<file path="config.mk">
export PLATFORM = sky130hd
export DESIGN_NAME = group_bitmap_next_fit_allocator
export DESIGN_NICKNAME = d
export VERILOG_FILES = /design/src/rtl/gbnf_pkg.sv /design/src/rtl/gbnf_ram.sv /design/src/rtl/group_bitmap_next_fit_allocator.sv
export VERILOG_INCLUDE_DIRS = /design/src /design/src/rtl
export SDC_FILE = /design/constraint.sdc
export NUM_CORES = 2
export LEC_CHECK = 0
export ABC_AREA = 1
export BUFFER_PORTS_ARGS = -buffer_cell sky130_fd_sc_hd__buf_4
export CAP_MARGIN = 30
export CORE_MARGIN = 2
export CORE_UTILIZATION = 55
export CTS_CLUSTER_SIZE = 25
export DETAILED_ROUTE_END_ITERATION = 10
export PLACE_DENSITY = 0.73
export SKIP_CTS_REPAIR_TIMING = 1
export SLEW_MARGIN = 20
export SYNTH_ARGS = -nofsm -noshare
export SYNTH_HDL_FRONTEND = slang
export SYNTH_SLANG_ARGS = --single-unit
</file>
<file path="constraint.sdc">
create_clock -name clk_i -period 7.26 [get_ports clk_i]
set_input_delay 0.726 -clock clk_i [delete_from_list [all_inputs] [get_ports clk_i]]
set_output_delay 0.726 -clock clk_i [all_outputs]
set_load 0.03 [all_outputs]
</file>
<file path="src/rtl/group_bitmap_next_fit_allocator_assert.svh">
// Assertion macros for the group bitmap allocator.
// Each checks on the rising clock edge and is off while reset is low.
`ifndef GROUP_BITMAP_NEXT_FIT_ALLOCATOR_ASSERT_SVH
`define GROUP_BITMAP_NEXT_FIT_ALLOCATOR_ASSERT_SVH

`ifndef SYNTHESIS

// Same-cycle implication.
`define GBNF_ASSERT_SAME(lbl, ante, cons, msg) \
  lbl: assert property (@(posedge clk_i) disable iff (!rst_ni) (ante) |-> (cons)) \
    else $error(msg);

// Next-cycle implication.
`define GBNF_ASSERT_NEXT(lbl, ante, cons, msg) \
  lbl: assert property (@(posedge clk_i) disable iff (!rst_ni) (ante) |=> (cons)) \
    else $error(msg);

`else

`define GBNF_ASSERT_SAME(lbl, ante, cons, msg)
`define GBNF_ASSERT_NEXT(lbl, ante, cons, msg)

`endif

`endif

</file>
<file path="src/rtl/gbnf_pkg.sv">
package gbnf_pkg;

  localparam int GrpW   = 11;            // group number width
  localparam int CntW   = 12;            // group count width
  localparam int WordW  = 32;            // bitmap word width
  localparam int BitW   = 5;             // bit index within a word
  localparam int AddrW  = GrpW - BitW;   // bitmap word address
  localparam int WordsN = 1 << AddrW;    // bitmap words
  localparam int NW     = BitW + 1;      // groups probed in one word (1..32)

  localparam logic [CntW-1:0] MaxGroups   = 12'd2048;
  localparam logic [CntW-1:0] WordGroups  = 12'd32;
  localparam logic [CntW-1:0] TotalReset  = 12'd2048;
  localparam logic [GrpW-1:0] FirstReset  = 11'd2;
  localparam logic [CntW-1:0] PtrReset    = 12'hFFF;

  typedef enum logic [1:0] {
    MODE_CLEAR = 2'd0,
    MODE_MARK  = 2'd1,
    MODE_ALLOC = 2'd2,
    MODE_NONE  = 2'd3
  } mode_e;

  typedef enum logic [1:0] {
    REG_TOTAL = 2'd0,
    REG_FIRST = 2'd1,
    REG_RSVD2 = 2'd2,
    REG_RSVD3 = 2'd3
  } reg_e;

  typedef logic [GrpW-1:0] grp_t;
  typedef logic [CntW-1:0] cnt_t;
  typedef logic [WordW-1:0] word_t;

endpackage

</file>
<file path="src/rtl/gbnf_ram.sv">
module gbnf_ram #(
  parameter int Width = 32,
  parameter int Depth = 64
) (
  input  logic                     clk_i,
  input  logic                     we_i,
  input  logic [$clog2(Depth)-1:0] waddr_i,
  input  logic [Width-1:0]         wdata_i,
  input  logic [$clog2(Depth)-1:0] raddr_i,
  output logic [Width-1:0]         rdata_o
);

  logic [Width-1:0] mem_q [Depth];
  logic [Width-1:0] rdata_q;

  always_ff @(posedge clk_i) begin
    if (we_i) begin
      mem_q[waddr_i] <= wdata_i;
    end
    rdata_q <= mem_q[raddr_i];
  end

  assign rdata_o = rdata_q;

endmodule

</file>
<file path="src/rtl/group_bitmap_next_fit_allocator.sv">
// Group bitmap next-fit allocator: one used/free bit per allocation group and
// a rotating search pointer.
// Channels: the request channel (in_valid_i/in_ready_o) carries a mode and a
// group; each request gives exactly one word on the result channel
// (out_valid_o/out_ready_i). The config channel writes the group count
// (index 0) and the first data group (index 1); it is always ready and must
// only be used while the block is idle.
// Timing: in_ready_o is high only while idle. Clear goes from accept to the
// final state and the result word; mark passes the read-modify-write state on
// the way; allocate scans 32-bit bitmap words, up to 65 on a full wrapped sweep.
// The single bitmap RAM read port sets the scan rate, one word per cycle.
// Reset: all groups free (per-word valid flags, no clearing pass), pointer
// all ones so the first search starts at the first data group, registers at
// 2048 groups and first data group 2.
// Stall: the result sits in an output register; a new request is taken while
// it waits, and a finished request holds in its final state until the output
// register is free.
module group_bitmap_next_fit_allocator (
  input  logic                 clk_i,
  input  logic                 rst_ni,
  input  logic                 cfg_valid_i,
  output logic                 cfg_ready_o,
  input  logic [1:0]           cfg_index_i,
  input  logic [11:0]          cfg_data_i,
  input  logic                 in_valid_i,
  output logic                 in_ready_o,
  input  logic [1:0]           in_mode_i,
  input  gbnf_pkg::grp_t       in_group_i,
  output logic                 out_valid_o,
  input  logic                 out_ready_i,
  output gbnf_pkg::grp_t       out_granted_group_o,
  output logic                 out_granted_o
);
  import gbnf_pkg::*;

  `include "group_bitmap_next_fit_allocator_assert.svh"

  localparam logic [1:0] ST_IDLE = 2'd0;
  localparam logic [1:0] ST_MARK = 2'd1;   // read-modify-write of one word
  localparam logic [1:0] ST_SCAN = 2'd2;   // one bitmap word per cycle
  localparam logic [1:0] ST_FIN  = 2'd3;   // wait for output register

  logic [1:0] state_q, state_d;

  cnt_t total_q;
  grp_t first_q;
  cnt_t ptr_q, ptr_d;
  grp_t g_q, g_d;                 // current probe position
  cnt_t rem_q, rem_d;             // probes left
  logic res_granted_q, res_granted_d;
  grp_t res_group_q, res_group_d;
  logic out_valid_q;
  logic out_granted_q;
  grp_t out_group_q;

  logic [WordsN-1:0] row_valid_q;  // word never written since clear reads as 0
  logic              rd_valid_q;

  logic             we;
  logic [AddrW-1:0] waddr, raddr;
  word_t            wdata, rdata, word;

  cnt_t cnt;
  logic in_fire, fin_load, clear_rows;

  // scan datapath
  cnt_t          word_end, lim, n_full, g_sum;
  logic [NW-1:0] n;
  logic [BitW-1:0] bitpos, k_abs, off;
  word_t         free_bits;
  logic          found, hit, last;
  grp_t          g_next, g_start;

  assign cnt = (total_q > MaxGroups) ? MaxGroups : total_q;

  assign cfg_ready_o = 1'b1;
  assign in_ready_o  = (state_q == ST_IDLE);
  assign in_fire     = in_valid_i && in_ready_o;
  assign fin_load    = (state_q == ST_FIN) && (!out_valid_q || out_ready_i);
  assign clear_rows  = in_fire && (in_mode_i == MODE_CLEAR);

  // config registers
  always_ff @(posedge clk_i or negedge rst_ni) begin
    if (!rst_ni) begin
      total_q <= TotalReset;
      first_q <= FirstReset;
    end else if (cfg_valid_i) begin
      case (cfg_index_i)
        REG_TOTAL: total_q <= cfg_data_i;
        REG_FIRST: first_q <= cfg_data_i[GrpW-1:0];
        default: ;
      endcase
    end
  end

  gbnf_ram #(
    .Width(WordW),
    .Depth(WordsN)
  ) u_map (
    .clk_i  (clk_i),
    .we_i   (we),
    .waddr_i(waddr),
    .wdata_i(wdata),
    .raddr_i(raddr),
    .rdata_o(rdata)
  );

  assign word = rd_valid_q ? rdata : '0;

  // first free group at or after the probe position within this word
  assign bitpos    = g_q[BitW-1:0];
  assign free_bits = ~word & ({WordW{1'b1}} << bitpos);

  always_comb begin
    found = 1'b0;
    k_abs = '0;
    for (int i = WordW - 1; i >= 0; i--) begin
      if (free_bits[i]) begin
        found = 1'b1;
        k_abs = BitW'(i);
      end
    end
  end

  assign word_end = {1'b0, g_q[GrpW-1:BitW], {BitW{1'b0}}} + WordGroups;
  assign lim      = (word_end < cnt) ? word_end : cnt;
  assign n_full   = lim - {1'b0, g_q};
  assign n        = n_full[NW-1:0];
  assign off      = k_abs - bitpos;
  assign hit      = found && ({1'b0, off} < n) && ({{(CntW-BitW){1'b0}}, off} < rem_q);
  assign last     = rem_q <= {{(CntW-NW){1'b0}}, n};
  assign g_sum    = {1'b0, g_q} + {{(CntW-NW){1'b0}}, n};
  assign g_next   = (g_sum >= cnt) ? first_q : g_sum[GrpW-1:0];
  assign g_start  = (ptr_q >= cnt) ? first_q : ptr_q[GrpW-1:0];

  always_comb begin
    state_d       = state_q;
    ptr_d         = ptr_q;
    g_d           = g_q;
    rem_d         = rem_q;
    res_granted_d = res_granted_q;
    res_group_d   = res_group_q;
    we            = 1'b0;
    waddr         = g_q[GrpW-1:BitW];
    wdata         = word;
    raddr         = '0;

    unique case (state_q)
      ST_IDLE: begin
        if (in_fire) begin
          res_granted_d = 1'b0;
          res_group_d   = '0;
          state_d       = ST_FIN;
          case (in_mode_i)
            MODE_MARK: begin
              g_d   = in_group_i;
              raddr = in_group_i[GrpW-1:BitW];
              if ((in_group_i != '0) && ({1'b0, in_group_i} < cnt)) begin
                state_d = ST_MARK;
              end
            end
            MODE_ALLOC: begin
              g_d   = g_start;
              rem_d = cnt - {1'b0, first_q};
              raddr = g_start[GrpW-1:BitW];
              if ({1'b0, first_q} < cnt) begin
                state_d = ST_SCAN;
              end
            end
            default: ;
          endcase
        end
      end
      ST_MARK: begin
        we      = 1'b1;
        wdata   = word | (word_t'(1) << bitpos);
        state_d = ST_FIN;
      end
      ST_SCAN: begin
        raddr = g_next[GrpW-1:BitW];
        if (hit) begin
          we            = 1'b1;
          wdata         = word | (word_t'(1) << k_abs);
          res_granted_d = 1'b1;
          res_group_d   = {g_q[GrpW-1:BitW], k_abs};
          ptr_d         = {1'b0, g_q[GrpW-1:BitW], k_abs} + 12'd1;
          state_d       = ST_FIN;
        end else if (last) begin
          state_d = ST_FIN;
        end else begin
          rem_d = rem_q - {{(CntW-NW){1'b0}}, n};
          g_d   = g_next;
        end
      end
      ST_FIN: begin
        if (fin_load) begin
          state_d = ST_IDLE;
        end
      end
      default: state_d = ST_IDLE;
    endcase
  end

  always_ff @(posedge clk_i or negedge rst_ni) begin
    if (!rst_ni) begin
      state_q     <= ST_IDLE;
      ptr_q       <= PtrReset;
      row_valid_q <= '0;
      rd_valid_q  <= 1'b0;
      out_valid_q <= 1'b0;
    end else begin
      state_q    <= state_d;
      ptr_q      <= ptr_d;
      rd_valid_q <= row_valid_q[raddr];
      if (clear_rows) begin
        row_valid_q <= '0;
      end else if (we) begin
        row_valid_q[waddr] <= 1'b1;
      end
      if (fin_load) begin
        out_valid_q <= 1'b1;
      end else if (out_ready_i) begin
        out_valid_q <= 1'b0;
      end
    end
  end

  // datapath, no reset needed
  always_ff @(posedge clk_i) begin
    g_q           <= g_d;
    rem_q         <= rem_d;
    res_granted_q <= res_granted_d;
    res_group_q   <= res_group_d;
    if (fin_load) begin
      out_granted_q <= res_granted_q;
      out_group_q   <= res_group_q;
    end
  end

  assign out_valid_o         = out_valid_q;
  assign out_granted_o       = out_granted_q;
  assign out_granted_group_o = out_group_q;

  `GBNF_ASSERT_SAME(a_fail_zero, out_valid_o && !out_granted_o,
                    out_granted_group_o == '0, "failed result carries a group")
  `GBNF_ASSERT_SAME(a_scan_bounds, state_q == ST_SCAN,
                    (rem_q != '0) && ({1'b0, g_q} < cnt), "scan out of bounds")
  `GBNF_ASSERT_NEXT(a_ptr_follows, fin_load && res_granted_q,
                    ptr_q == ({1'b0, out_granted_group_o} + 12'd1),
                    "pointer not just past granted group")

endmodule
</file>
# After elaboration in Yosys (flattened, before gate mapping)
# Memory sizes are Yosys's and may differ from the RTL's. A register that Yosys moved wholly into a read port is not among the register bits.
# Index checks and enable logic that the tools add are counted.
# W data, S select, Z words.
totals:
  ramBits: 2048
  output_inout_bits: 15
  n_memories: 1
  input_bits: 32
  reg_bits: 150
  word_cells: 188
mem_list:
  columns: ["memory", "words", "word_bits", "read_ports", "rd_clocked_by_memory_dff", "write_ports", "line", "source"]
  rows:
  - ["u_map.mem_q", 64, 32, 1, 1, 1, "gbnf_ram.sv:13", "logic [Width-1:0] mem_q [Depth];"]
classes:
  bitwise_logic: 5
  add_sub_neg: 7
  shift: 3
  n_lt_le_gt_ge: 12
  eq_ne: 14
  reduce_logical: 23
  muxes: 110
op_table:
  columns: ["operator", "count"]
  rows:
  - ["$mux W5", 32]
  - ["$mux W64", 2]
  - ["$mux W11", 7]
  - ["$pmux W11 S2", 3]
  - ["$mux W32", 2]
  - ["$or A32 B32 Y32", 2]
  - ["$or A64 B64 Y64", 1]
  - ["$pmux W32 S2", 1]
  - ["$shl A1 B5 Y32 const A", 2]
  - ["$mux W12", 5]
  - ["$mux W1", 42]
  - ["$and A32 B32 Y32", 1]
  - ["$not A32 Y32", 1]
  - ["$shl A32 B5 Y32 const A", 1]
  - ["$ge A12 B12 Y1", 2]
  - ["$lt A11 B12 Y1", 2]
  - ["$pmux W12 S2", 1]
  - ["$pmux W6 S2", 2]
  - ["$lt A6 B7 Y1 const B", 2]
  - ["$add A11 B1 Y12 const B", 1]
  - ["$add A11 B6 Y12", 1]
  - ["$add A11 B6 Y12 const B", 1]
  - ["$gt A12 B12 Y1 const B", 1]
  - ["$le A12 B6 Y1", 1]
  - ["other kinds (30)", 58]

# Longest topological paths before layout
logic_depth:
  ltp_word: 43
  mapped_depth: 53
  ltp_nobuf: 50

# Cells and area by module
# From an unflattened synthesis, not the netlist that was laid out.
unflattened:
  hier_cells: 8530
  hier_area_um2: 95182.5
by_module_without_submodules:
  columns: ["mod", "cells_per_inst", "instances", "seq_area_each_um2", "area_each_um2"]
  rows:
  - ["gbnf_ram", 6769, 1, 62139.6, 82738.1]
  - ["group_bitmap_next_fit_allocator", 1761, 1, 4006.3, 12444.4]

# Least setup slack after synthesis
# Ideal clock, no wire load.
synth_path:
  path_type: "register -> register"
  start: "register g_q[5]"
  end: "register u_map.rdata_q[28], in the netlist u_map.rdata_o[28] (read register of u_map.mem_q)"
  period_less_slack_ps: 7010
  t_arrival_ps: 6897
  stages_incl_launch_ff: 47
  path_slack_ps: 250
  setup_time_ps: 114
  n_path_buf: 5
  required_ps: 7146
  path_cell_list: "edfxtp_1 -> buf_4 -> clkinv_1 -> nor2_1 -> inv_1 -> o21ai_0 -> nand2_1 -> ha_1 -> nand4_1 -> o2111ai_1 -> inv_1 -> nor2_1 -> ha_1 -> a21oi_1 -> nand2_1 -> nand2_1 -> nand2_1 -> a21oi_1 -> [11 not listed] -> nor2_1 -> nand2_1 -> o211ai_1 -> a31oi_1 -> nand2_1 -> a21oi_1 -> o21ai_1 -> a21boi_2 -> buf_4 -> buf_6 -> buf_4 -> buf_2 -> o211ai_1 -> o311ai_0 -> nand3_1 -> nand3_1 -> nand3_1 -> nand2_1"
synth_between:
  elab_chain_len: 8
synth_lines:
  columns: ["element", "line", "source"]
  rows:
  - ["from (decl)", "group_bitmap_next_fit_allocator.sv:48", "grp_t g_q, g_d;"]
  - ["from (signal assigned)", "group_bitmap_next_fit_allocator.sv:230", "g_q <= g_d;"]
  - ["$add A11 B6 Y12", "group_bitmap_next_fit_allocator.sv:125", "assign word_end = {1'b0, g_q[GrpW-1:BitW], {BitW{1'b0}}} + WordGroups;"]
  - ["$lt A12 B12 Y1", "group_bitmap_next_fit_allocator.sv:126", "assign lim = (word_end < cnt) ? word_end : cnt;"]
  - ["$mux W6", "group_bitmap_next_fit_allocator.sv:126", null]
  - ["$sub A6 B6 Y6", "group_bitmap_next_fit_allocator.sv:127", "assign n_full = lim - {1'b0, g_q};"]
  - ["$add A11 B6 Y12 (*)", "group_bitmap_next_fit_allocator.sv:132", "assign g_sum = {1'b0, g_q} + {{(CntW-NW){1'b0}}, n};"]
  - ["$ge A12 B12 Y1", "group_bitmap_next_fit_allocator.sv:133", "assign g_next = (g_sum >= cnt) ? first_q : g_sum[GrpW-1:0];"]
  - ["$mux W11 (*)", "group_bitmap_next_fit_allocator.sv:133", null]
  - ["$pmux W6 S2 (*)", "group_bitmap_next_fit_allocator.sv:148", "unique case (state_q)"]
  - ["to (decl)", "gbnf_ram.sv:14", "logic [Width-1:0] rdata_q;"]
# Every way passes the cells marked *; elsewhere a longest branch is shown, timed or not.
# A chain may end at the register's enable or synchronous reset.

# Worst setup path in the final report
layout_path:
  start: "register total_q[7]"
  end: "register u_map.rdata_q[14], in the netlist u_map.rdata_o[14] (read register of u_map.mem_q)"
layout_between:
  elab_chain_len: 9
  word_cells_on_any_way: 13
  cone_classes: "2 x add/sub; 4 x order compare; 7 x mux"
layout_lines:
  columns: ["element", "line", "source"]
  rows:
  - ["from (decl)", "group_bitmap_next_fit_allocator.sv:45", "cnt_t total_q;"]
  - ["from (signal assigned)", "group_bitmap_next_fit_allocator.sv:85", "total_q <= TotalReset;"]
  - ["from (signal assigned)", "group_bitmap_next_fit_allocator.sv:89", "REG_TOTAL: total_q <= cfg_data_i;"]
  - ["$gt A12 B12 Y1", "group_bitmap_next_fit_allocator.sv:74", "assign cnt = (total_q > MaxGroups) ? MaxGroups : total_q;"]
  - ["$mux W12 (*)", "group_bitmap_next_fit_allocator.sv:74", null]
  - ["$lt A12 B12 Y1", "group_bitmap_next_fit_allocator.sv:126", null]
  - ["$mux W6", "group_bitmap_next_fit_allocator.sv:126", null]
  - ["$sub A6 B6 Y6", "group_bitmap_next_fit_allocator.sv:127", null]
  - ["$add A11 B6 Y12", "group_bitmap_next_fit_allocator.sv:132", null]
  - ["$ge A12 B12 Y1", "group_bitmap_next_fit_allocator.sv:133", null]
  - ["$mux W11", "group_bitmap_next_fit_allocator.sv:133", null]
  - ["$pmux W6 S2 (*)", "group_bitmap_next_fit_allocator.sv:148", null]
# Marks and branches as above.

==> reports/results.ini <==
[cts]
clk-insertion-delay-late_ps=880
cts_root_buffer=clkbuf_16
cts_sinks=2230
htreeDepth=4
cts_buffers=213
clockBufferDepth=3
path_clk_slew_ps=60
cts_tree=done

[route]
wl_per_cell_um=28.1
num_vias=67400
ant_nets=0
drc=0
drtIter0Drc=11000
first_pass_iters=9
vias_per_cell=6.51
wirelength_um=291000

[sta]
hold_viol=0
slew_violations=0
fin_ws_ps=-520
finalHoldWorstSlack_ps=116
fin_crit_sh_pct=107
skew_ps=39.7
fmax_mhz=129
grt_setup_unrepaired=true
finalSetupViolCount=33
tightest_slew_ps=1010
slew_headroom_pct=32.6
fin_crit_ps=7780

[placement]
finalWeightedCongestion=0.976
dp_hpwl_um=170000
portBuffers=45

[critical_path]
crit_top_cell=nand2_1
start_kind=register
worst_path_largest_cell_delay_ps=390
cp_max_fo=20
worstPathRequired_ps=8020
arrival_ps=8540
critPathSlowestCell=dfrtp_1
end_kind=register
crit_type=reg2reg

[status]
status=complete, but fails checks
violations=negative setup slack

[logic_synthesis]
synth_area_leaders=edfxtp_1 67%, nor2_1 4.5%, o211ai_1 4.4%
post-synth-top-area-cell=edfxtp_1
async_reset_ff_share_pct=4.62
syn-num-nets=7482
synth-edff-count=2095
ys_seq_elements=2230
syn_area_per_cell_sq_um=12.8
synth_top_cell_area_share_pct=66.7
yosysUniqueCellTypes=62
synthCells=7348
syn_area_sq_um=94300
yosysWarnings=0
synth-main-ff-cell=edfxtp_1
synth-seq-area-share_pct=70.1

[floorplanning]
dieWidth_um=418
dieArea_sq_um=175000
initial_core_util_pct=55.2
num_io_pins=47
die_h_um=418
core_sq_um=171000
rows=152

[cells_and_area]
nFillCells=11400
final_nets=8053
area_growth_pct=20.4
multi_input_area_sq_um=26200
drive_above_1_share_pct=24.9
seq_area_sq_um=66100

[global_route]
grt_overflow=0
antenna_found_initial=6
grt_pass1_wl_um=410000
grt_use_total_pct=31.7
grt_max_degree=67
grt_pass1_vias=63700

[run]
drv_cap=0

[hold_path]
worstHoldPathType=in2reg

cell usage after synthesis, types with 5 or more instances:
cell type / instances
dfstp_2: 14
dfxtp_1: 32
nor2_1: 1140
o21ai_0: 169
edfxtp_1: 2095
o211ai_1: 547
inv_2: 17
o311ai_1: 58
nand4_1: 8
nor3_4: 7
a22oi_1: 34
buf_1: 34
nor4_1: 7
fa_1: 5
nand3_1: 500
o31ai_1: 8
clkbuf_1: 233
buf_2: 228
nor3_1: 13
ha_1: 97
o311ai_0: 454
buf_4: 14
a21oi_1: 172
a31oi_1: 8
o21ai_1: 11
xor2_1: 22
or2_2: 515
inv_1: 303
nand2_1: 450
dfrtp_1: 89
a211oi_1: 6
state kept, by name, summed over array words and instances, names as in the netlist:
register	cells
res_group_q	11
rd_valid_q	1
state_q	2
total_q	12
out_granted_o	1
res_granted_q	1
u_map.rdata_o	32
row_valid_q	64
g_q	11
u_map.mem_q	2048
rem_q	12
out_granted_group_o	11
first_q	11
ptr_q	12
out_valid_o	1
worst max-delay path, delay by kind of cell (launching register included):
kind            cells  cell delay, ps
buf+inv            14            1760
xor+xnor            1             160
fa+ha+maj           4            1030
compound gates     11            1730
flops               1             390
simple gates       26            2570
placed cells by master, fill, tap and decap left out, types with 68 or more instances in the layout:
cell and n:
o311ai_1 205, edfxtp_1 2095, or2_2 515, nand3_1 393
dfrtp_1 88, nand2_1 438, clkbuf_16 245, ha_1 87
buf_4 587, a21oi_1 159, o211ai_1 547, nor2_1 1127
nand3_2 68, inv_1 240, buf_12 176, o21ai_0 166
o311ai_0 287
metrics by stage:
step	worst slack (ps)	util, %	instances	cell area, sq um	TNS, ps
after floorplan	250	-	7348	94300	0
after global placement	-1480	60.3	9831	103000	-35020
after detailed placement	-1430	60.3	9832	103000	-31700
after CTS	-1520	64.5	10200	110000	-35130
after global routing	-816	66.4	10300	114000	-108900
final	-520	66.4	10300	114000	-13070
cells by family after synthesis:
group                      count (synthesis)  synth area share, %
AOI/OAI and AO/OA                       1491                 11.7
xor gates and xnor gates                  27                0.259
adders and majority gates                102                 1.39
buffers and inverters                    836                 3.71
DFF                                     2230                 70.1
muxes                                      1               0.0106
other                                      1              0.00397
and+or+nand+nor                         2660                 12.9
per-layer routing:
metal | share of wire (%) | up-vias | global-route usage [%]
met5 | 0.0031 | - | 0
met4 | 4.7 | 2 | 15.1
met3 | 12 | 725 | 6.53
met2 | 45 | 4737 | 48.2
met1 | 38 | 33200 | 44.0
li1 | - | 28700 | -
final timing paths:
kind	end	slack, ps	start	cells after the start
worst max-delay path	u_map.rdata_o[14]	-520	total_q[7]	56
worst min-delay path	first_q[1]	120	cfg_data_i[1]	3
worst max register to register	u_map.rdata_o[14]	-520	total_q[7]	56
worst min register to register	out_granted_group_o[3]	420	res_group_q[3]	0
max in group asynchronous	row_valid_q[41]	5750	rst_ni	4
min in group asynchronous	state_q[0]	400	rst_ni	2
layout make-up:
class / instances / share of cell area [%]
antenna: 3 / 0.00661
clock buffer: 283 / 5.11
clock inverter: 124 / 1.23
inverter: 324 / 1.12
multi-input combinational: 4282 / 23.1
sequential: 2230 / 58.2
tap: 2233 / 2.46
timing repair buffer: 868 / 8.72
Power is left out: the tool's default activity adds up to more than one toggle a clock period on the data nets, which glitch-free logic cannot reach.
